**src/rtl/core/line_xor_word_checksum_core_assert.svh**
```systemverilog
// Assertion macros shared by the checksum core RTL.
`ifndef LINE_XOR_WORD_CHECKSUM_CORE_ASSERT_SVH
`define LINE_XOR_WORD_CHECKSUM_CORE_ASSERT_SVH

// Same-cycle implication, disabled while reset is asserted.
`define LXWC_ASSERT_NOW(label, clk, rst_n, ante, cons, msg) \
  label: assert property (@(posedge clk) disable iff (!rst_n) (ante) |-> (cons)) \
    else $error(msg);

// Next-cycle implication, disabled while reset is asserted.
`define LXWC_ASSERT_NEXT(label, clk, rst_n, ante, cons, msg) \
  label: assert property (@(posedge clk) disable iff (!rst_n) (ante) |=> (cons)) \
    else $error(msg);

`endif

```
**src/rtl/core/lxwc_pkg.sv**
```systemverilog
// Types and helper functions for the line XOR word checksum core.
`timescale 1ns / 1ps
`default_nettype none

package lxwc_pkg;

  localparam int unsigned ByteW = 8;
  localparam int unsigned WordW = 32;
  localparam int unsigned PosW  = 2;
  localparam logic [PosW-1:0] LastSlot = 2'd3;

  typedef struct packed {
    logic             restart;
    logic             line_end;
    logic [ByteW-1:0] text_byte;
  } item_t;

  typedef struct packed {
    logic [WordW-1:0] line_count;
    logic [WordW-1:0] checksum;
  } result_t;

  function automatic logic [WordW-1:0] bswap32(input logic [WordW-1:0] w);
    bswap32 = {w[7:0], w[15:8], w[23:16], w[31:24]};
  endfunction

  // Rotate left by whole bytes: byte slot k moves to slot k + pos.
  function automatic logic [WordW-1:0] rotl_bytes(input logic [WordW-1:0] w,
                                                 input logic [PosW-1:0]  pos);
    case (pos)
      2'd0:    rotl_bytes = w;
      2'd1:    rotl_bytes = {w[23:0], w[31:24]};
      2'd2:    rotl_bytes = {w[15:0], w[31:16]};
      default: rotl_bytes = {w[7:0], w[31:8]};
    endcase
  endfunction

endpackage

`default_nettype wire

```
**src/rtl/core/lxwc_in_reg.sv**
```systemverilog
// Input register stage: captures one transaction and holds it until taken.
`timescale 1ns / 1ps
`default_nettype none

module lxwc_in_reg (
  input  wire logic            clk,
  input  wire logic            rst_n,
  input  wire logic            in_valid,
  input  wire lxwc_pkg::item_t in_item,
  output logic                 in_ready,
  input  wire logic            take,
  output logic                 item_valid,
  output lxwc_pkg::item_t      item
);
  import lxwc_pkg::*;

  logic  valid_r, valid_nxt;
  item_t item_r;
  logic  load;

  // Refill in the same cycle the held item is taken.
  assign in_ready  = !valid_r || take;
  assign load      = in_valid && in_ready;
  assign valid_nxt = load ? 1'b1 : (take ? 1'b0 : valid_r);

  always_ff @(posedge clk) begin
    if (!rst_n) begin
      valid_r <= 1'b0;
    end else begin
      valid_r <= valid_nxt;
    end
  end

  always_ff @(posedge clk) begin
    if (load) begin
      item_r <= in_item;
    end
  end

  assign item_valid = valid_r;
  assign item       = item_r;

endmodule

`default_nettype wire

```
**src/rtl/core/lxwc_engine.sv**
```systemverilog
// Checksum state, single-pass update logic and result register.
`timescale 1ns / 1ps
`default_nettype none

`include "line_xor_word_checksum_core_assert.svh"

module lxwc_engine (
  input  wire logic            clk,
  input  wire logic            rst_n,
  input  wire logic            big_endian,
  input  wire logic            adv,
  input  wire lxwc_pkg::item_t item,
  output lxwc_pkg::result_t    result
);
  import lxwc_pkg::*;

  logic [WordW-1:0] sum_r,     sum_nxt;
  logic [WordW-1:0] partial_r, partial_nxt;
  logic [PosW-1:0]  pos_r,     pos_nxt;
  logic [WordW-1:0] lines_r,   lines_nxt;
  result_t          result_r;

  logic [WordW-1:0] sum_base, partial_base, lines_base;
  logic [PosW-1:0]  pos_base;
  logic [WordW-1:0] line_bytes, line_fold, byte_word;

  always_comb begin
    // Restart clears everything before the item is applied.
    sum_base     = item.restart ? '0 : sum_r;
    partial_base = item.restart ? '0 : partial_r;
    pos_base     = item.restart ? '0 : pos_r;
    lines_base   = item.restart ? '0 : lines_r;

    // Line number bytes in emit order, slot 0 in the low byte.
    line_bytes = big_endian ? bswap32(lines_base) : lines_base;
    // Both words touched by the line number, XORed together; packing is linear.
    line_fold  = partial_base ^ rotl_bytes(line_bytes, pos_base);
    byte_word  = partial_base |
                 (WordW'(item.text_byte) << {pos_base, 3'b000});

    sum_nxt     = sum_base;
    partial_nxt = partial_base;
    pos_nxt     = pos_base;
    lines_nxt   = lines_base;

    if (item.line_end) begin
      sum_nxt     = sum_base ^ (big_endian ? bswap32(line_fold) : line_fold);
      partial_nxt = '0;
      pos_nxt     = '0;
      lines_nxt   = lines_base + 32'd1;
    end else if (item.text_byte != '0) begin
      pos_nxt = pos_base + 2'd1;
      if (pos_base == LastSlot) begin
        sum_nxt     = sum_base ^ (big_endian ? bswap32(byte_word) : byte_word);
        partial_nxt = '0;
      end else begin
        partial_nxt = byte_word;
      end
    end
  end

  always_ff @(posedge clk) begin
    if (!rst_n) begin
      sum_r     <= '0;
      partial_r <= '0;
      pos_r     <= '0;
      lines_r   <= '0;
    end else if (adv) begin
      sum_r     <= sum_nxt;
      partial_r <= partial_nxt;
      pos_r     <= pos_nxt;
      lines_r   <= lines_nxt;
    end
  end

  always_ff @(posedge clk) begin
    if (adv) begin
      result_r.checksum   <= sum_nxt;
      result_r.line_count <= lines_nxt;
    end
  end

  assign result = result_r;

  `LXWC_ASSERT_NEXT(a_line_end_clears_pos, clk, rst_n, adv && item.line_end,
    pos_r == '0 && partial_r == '0, "line end left a partial word")
  `LXWC_ASSERT_NOW(a_empty_word_zero, clk, rst_n, pos_r == '0, partial_r == '0,
    "partial word holds bytes at slot zero")
  `LXWC_ASSERT_NEXT(a_line_count_step, clk, rst_n,
    adv && item.line_end && !item.restart,
    lines_r == $past(lines_r) + 32'd1, "line count did not advance by one")
  `LXWC_ASSERT_NEXT(a_restart_clears, clk, rst_n,
    adv && item.restart && !item.line_end,
    lines_r == '0, "restart did not clear the line count")

endmodule

`default_nettype wire

```
**src/rtl/core/line_xor_word_checksum_core.sv**
```systemverilog
// Top level of the line XOR word checksum core.
//
//  Channel  Direction  Signals                     Contents
//  in       slave      in_tvalid/tready/tdata/...  text byte, line end (tlast), restart (tuser)
//  out      master     out_tvalid/tready/tdata     checksum, line count
//  cfg      write-only cfg_wr_en/cfg_wr_data       big-endian packing select
//
// One input transaction is taken per cycle unless out_tready stalls; one result per transaction.
// An input passes through the input register, then the update logic into the
// result register; state and result register load in the same cycle.
// The throughput limit is the state update loop (checksum, partial word,
// byte slot, line count), which completes every cycle unless out_tready stalls.
// rst_n is synchronous, active low; it clears state, valid flags and packing.
// A stall on out_tready holds the result and at most one more held input.
`timescale 1ns / 1ps
`default_nettype none

`include "line_xor_word_checksum_core_assert.svh"

module line_xor_word_checksum_core (
  input  wire logic        clk,
  input  wire logic        rst_n,
  // Input stream
  input  wire logic        in_tvalid,
  output logic             in_tready,
  input  wire logic [7:0]  in_tdata,   // [7:0] text_byte
  input  wire logic        in_tlast,   // line_end
  input  wire logic        in_tuser,   // restart
  // Result stream
  output logic             out_tvalid,
  input  wire logic        out_tready,
  output logic [63:0]      out_tdata,  // [31:0] checksum, [63:32] line_count
  // Configuration
  input  wire logic        cfg_wr_en,
  input  wire logic        cfg_wr_data // big_endian_packing
);
  import lxwc_pkg::*;

  item_t   in_item;
  item_t   item;
  result_t result;
  logic    item_valid;
  logic    adv;
  logic    big_endian_r;
  logic    out_valid_r, out_valid_nxt;

  assign in_item.text_byte = in_tdata;
  assign in_item.line_end  = in_tlast;
  assign in_item.restart   = in_tuser;

  // Advance the held item whenever the result register is free or draining.
  assign adv = item_valid && (!out_valid_r || out_tready);

  lxwc_in_reg u_in_reg (
    .clk        (clk),
    .rst_n      (rst_n),
    .in_valid   (in_tvalid),
    .in_item    (in_item),
    .in_ready   (in_tready),
    .take       (adv),
    .item_valid (item_valid),
    .item       (item)
  );

  lxwc_engine u_engine (
    .clk        (clk),
    .rst_n      (rst_n),
    .big_endian (big_endian_r),
    .adv        (adv),
    .item       (item),
    .result     (result)
  );

  // Hold the result until taken; drop valid only when nothing replaces it.
  assign out_valid_nxt = adv ? 1'b1 : (out_tready ? 1'b0 : out_valid_r);

  always_ff @(posedge clk) begin
    if (!rst_n) begin
      out_valid_r  <= 1'b0;
      big_endian_r <= 1'b0;
    end else begin
      out_valid_r <= out_valid_nxt;
      if (cfg_wr_en) begin
        big_endian_r <= cfg_wr_data;
      end
    end
  end

  assign out_tvalid = out_valid_r;
  assign out_tdata  = {result.line_count, result.checksum};

  `LXWC_ASSERT_NEXT(a_adv_gives_result, clk, rst_n, adv, out_valid_r,
    "advanced transaction produced no result")
  `LXWC_ASSERT_NOW(a_adv_needs_room, clk, rst_n, adv,
    item_valid && (!out_valid_r || out_tready), "advance over a pending result")
  `LXWC_ASSERT_NEXT(a_stall_holds_result, clk, rst_n, out_valid_r && !out_tready,
    out_valid_r && $stable(out_tdata), "stalled result changed")

endmodule

`default_nettype wire
```
**config.mk**
```make
export PLATFORM = sky130hd
export DESIGN_NAME = line_xor_word_checksum_core
export DESIGN_NICKNAME = d
export VERILOG_FILES = /design/src/rtl/core/lxwc_pkg.sv /design/src/rtl/core/lxwc_in_reg.sv /design/src/rtl/core/lxwc_engine.sv /design/src/rtl/core/line_xor_word_checksum_core.sv
export VERILOG_INCLUDE_DIRS = /design/src /design/src/rtl/core
export SDC_FILE = /design/constraint.sdc
export NUM_CORES = 1
export LEC_CHECK = 0
export ABC_AREA = 1
export BUFFER_PORTS_ARGS = -buffer_cell sky130_fd_sc_hd__clkbuf_2
export CORE_AREA = 3 3 144 146
export CTS_BUF_LIST = sky130_fd_sc_hd__clkbuf_4
export DETAILED_ROUTE_END_ITERATION = 10
export DIE_AREA = 0 0 147 149
export PLACE_DENSITY_LB_ADDON = 0.12
export SLEW_MARGIN = 20
export SYNTH_ARGS = -nofsm -noshare
export SYNTH_HDL_FRONTEND = slang
export SYNTH_SLANG_ARGS = --single-unit
export TNS_END_PERCENT = 10
```
**constraint.sdc**
```tcl
create_clock -name clk -period 3.3 [get_ports clk]
set_input_delay 0.165 -clock clk [delete_from_list [all_inputs] [get_ports clk]]
set_output_delay 0.165 -clock clk [all_outputs]
set_load 0.01 [all_outputs]
```
==> results.json <==
{
  "worst_path_most_repeated_cell": "nand2_1",
  "grt_usage": 0.365,
  "cts.repair.resized": 0,
  "power_density_nw_per_um2": 343,
  "finalSetupTns_ps": 0,
  "num_vias": 13987,
  "cp.required_ps": 3680,
  "yosys.area.top_type_share": 0.185,
  "grt_max_degree": 78,
  "grt_setup_unrepaired": "false",
  "grt-ovfl-total": 0,
  "cap_violations": 0,
  "initial_utilization": 0.642,
  "synth_edf_count": 74,
  "crit_path_end_kind": "flip-flop",
  "crit_chain": "buf_4 > nor2_4 > ha_1 > nand2_1 > nor3_2 > nand2_1 > nor2_2 > nand2_1 > nor2_2 > nand4_1 > o21ai_1 > nand2_1",
  "final_cells": 2352,
  "fillers": 1778,
  "cts_max_level": 4,
  "critical_path_class": "reg2reg",
  "antenna_found_initial": 1,
  "path_buf_inv": 1,
  "routed_wl_um": 40200,
  "port_buffers": 81,
  "core_sq_um": 19500,
  "numCtsBuffers": 17,
  "slew_headroom": 0.378,
  "cts_sinks": 175,
  "die_w_um": 147,
  "min_period_ps": 2780,
  "drtIter0Drc": 1763,
  "cts_setup_buffers": 0,
  "grt_pass1_vias": 12497,
  "area_growth_syn_to_layout_pct": 7.92,
  "netlist_area_sq_um": 12500,
  "fin_crit_sh": 0.842,
  "max_freq_ghz": 0.360,
  "die_height_um": 149,
  "cts_root_buffer": "clkbuf_4",
  "critPathTopFamily": "simple AND/OR/NAND/NOR gates",
  "synthTopCellsByArea": "nand3_1 19%, edfxtp_1 18%, dfxtp_1 16%",
  "rows": 51,
  "place.gp.congestion": 1.01,
  "ys.flop_type": "dfxtp_1",
  "max-vdd-ir-drop_v": 0.000369,
  "antenna_left": 0,
  "critPathMaxFanout": 13,
  "syn_avg_cell_area_sq_um": 6.16,
  "tightest_slew_ps": 923,
  "postSynthCellCount": 2035,
  "status": "finished clean",
  "yosysWarnings": 0,
  "worst_skew_pair.late_latency_ps": 610,
  "wl_per_cell_um": 17.1,
  "slowest_stage": "edfxtp_1",
  "hold_viol": 0,
  "nets": 2090,
  "synth_most_common_cell": "nand2_1",
  "cp-start-kind": "flip-flop",
  "grt_pass1_wl_um": 64300,
  "cpPeakStageDelay_ps": 570,
  "cts_buffer_depth": 2,
  "skew_ps": 30.0,
  "async_flop_share": 0,
  "cts_hold_buf": 16,
  "arrival_ps": 3160,
  "ios": 82,
  "ys_types": 36,
  "clkTransAtPathRegs_ps": 170,
  "synth_common_cells": "525 x nand2_1, 464 x nand3_1, 255 x inv_1",
  "hold_path.class": "in2reg",
  "drive_gt1_frac": 0.0925,
  "synth_area_leader_cell": "nand3_1",
  "die_area_sq_um": 21900,
  "first_pass_iters": 9,
  "cts_tree": "done",
  "ys_seq_area_frac": 0.339,
  "syn_nets": 2052,
  "remaining_drc_errors": 0,
  "viasPerCell": 5.95,
  "dp.cells": 2303,
  "dpl.hpwl_um": 28600,
  "ys_seq_elements": 175,
  "slew_violations": 0,
  "setup_viol": 0,
  "cellLeakagePower_nw": 6.42
}
area by class of cell:
cell class / instances / area, sq um / share of cell area
Timing Repair Buffer: 127 / 841 / 0.0621
Clock buffer: 18 / 135 / 0.00999
Multi-Input combinational cell: 1470 / 6770 / 0.501
Tap cell: 265 / 332 / 0.0245
Sequential cell: 175 / 4250 / 0.314
Inverter: 282 / 1060 / 0.0785
Clock inverter: 14 / 138 / 0.0102
Antenna cell: 1 / 2.50 / 0.000185
worst reg2reg max path, stage by stage (launching register included):
cell and delay (ps):
edfxtp_1 570, buf_4 280, nor2_4 160, ha_1 170, nand2_1 100, nor3_2 280, nand2_1 130, nor2_2 130
nand2_1 120, nor2_2 200, nand4_1 170, o21ai_1 200, nand2_1 80
layout by cell type, fill, tap and decap left out, types with 3 or more instances in the layout:
cell type	synthesis	routed
dfxtp_1	101	100
nand4_1	7	7
nor2_2	10	12
clkbuf_4	0	18
xor2_1	21	21
nor3_2	3	3
inv_8	0	5
nor3_1	8	8
o21ai_0	38	38
nor2_4	3	3
nand2_1	525	524
xnor2_1	6	6
inv_2	22	22
o21ai_1	60	60
nor2_1	189	187
edfxtp_1	74	74
clkinv_1	5	4
a21oi_1	87	87
clkbuf_2	0	81
o31ai_1	32	32
nand3_1	464	464
inv_1	255	254
buf_12	0	4
dlygate4sd3_1	0	16
buf_4	2	26
inv_6	0	5
power breakdown:
group	switching, mW	internal (mW)	total (mW)
Clock	0.922	0.350	1.27
Sequential	0.0859	2.38	2.47
Combinational	0.624	0.277	0.901
state kept, by name, summed over array words and instances (netlist names):
signal / cells
u_engine.pos_r: 2
u_engine.lines_r: 32
u_in_reg.item_valid: 1
big_endian_r: 1
u_engine.result: 64
u_engine.partial_r: 32
u_in_reg.item: 10
out_tvalid: 1
u_engine.sum_r: 32
per-stage QoR:
step | instance area [sq um] | setup slack [ps] | utilization | hold WS, ps | power [mW]
finish | 13500 | 521 | 0.693 | 138 | 4.64
global route | 13500 | 343 | 0.693 | 133 | 4.83
detailed placement | 13100 | 563 | 0.671 | 344 | 3.38
global placement | 13100 | 676 | 0.671 | 342 | 3.35
CTS | 13500 | 573 | 0.693 | 130 | 4.62
floorplan | 12500 | 209 | - | 264 | 3.10
logic make-up (layout without fill, tap and decap cells):
| kind of cell | count (synthesis) | after routing | share of synthesized area |
|---|---|---|---|
| and+or+nand+nor | 1222 | 1222 | 0.425 |
| buffers and inverters | 390 | 441 | 0.122 |
| AOI/OAI and AO/OA | 220 | 220 | 0.0947 |
| DFF | 175 | 175 | 0.339 |
| xor gates and xnor gates | 27 | 27 | 0.0189 |
| adders and majority gates | 1 | 1 | 0.000998 |
| other | 0 | 1 | 0 |
worst paths after layout:
check                                           start                             endpoint  slack [ps]  cells after the start
hold / removal                                  rst_n  u_engine.partial_r[29]$_SDFFE_PN0P_         140                      3
setup reg to reg           u_in_reg.item[9]$_DFFE_PP_        u_engine.result[60]$_DFFE_PP_         520                     12
hold reg to reg   u_engine.partial_r[25]$_SDFFE_PN0P_  u_engine.partial_r[25]$_SDFFE_PN0P_         440                      2
setup / recovery           u_in_reg.item[9]$_DFFE_PP_        u_engine.result[60]$_DFFE_PP_         520                     12
per-layer routing:
| layer | track usage | vias up | part of all wire | wire length, um |
|---|---|---|---|---|
| li1 | - | 6688 | - | - |
| met1 | 0.497 | 6309 | 0.41 | 16500 |
| met2 | 0.575 | 852 | 0.44 | 17700 |
| met3 | 0.0632 | 138 | 0.10 | 4020 |
| met4 | 0.161 | 0 | 0.049 | 1960 |
| met5 | 0 | - | 0 | 0 |
(Power assumes the default switching activity.)
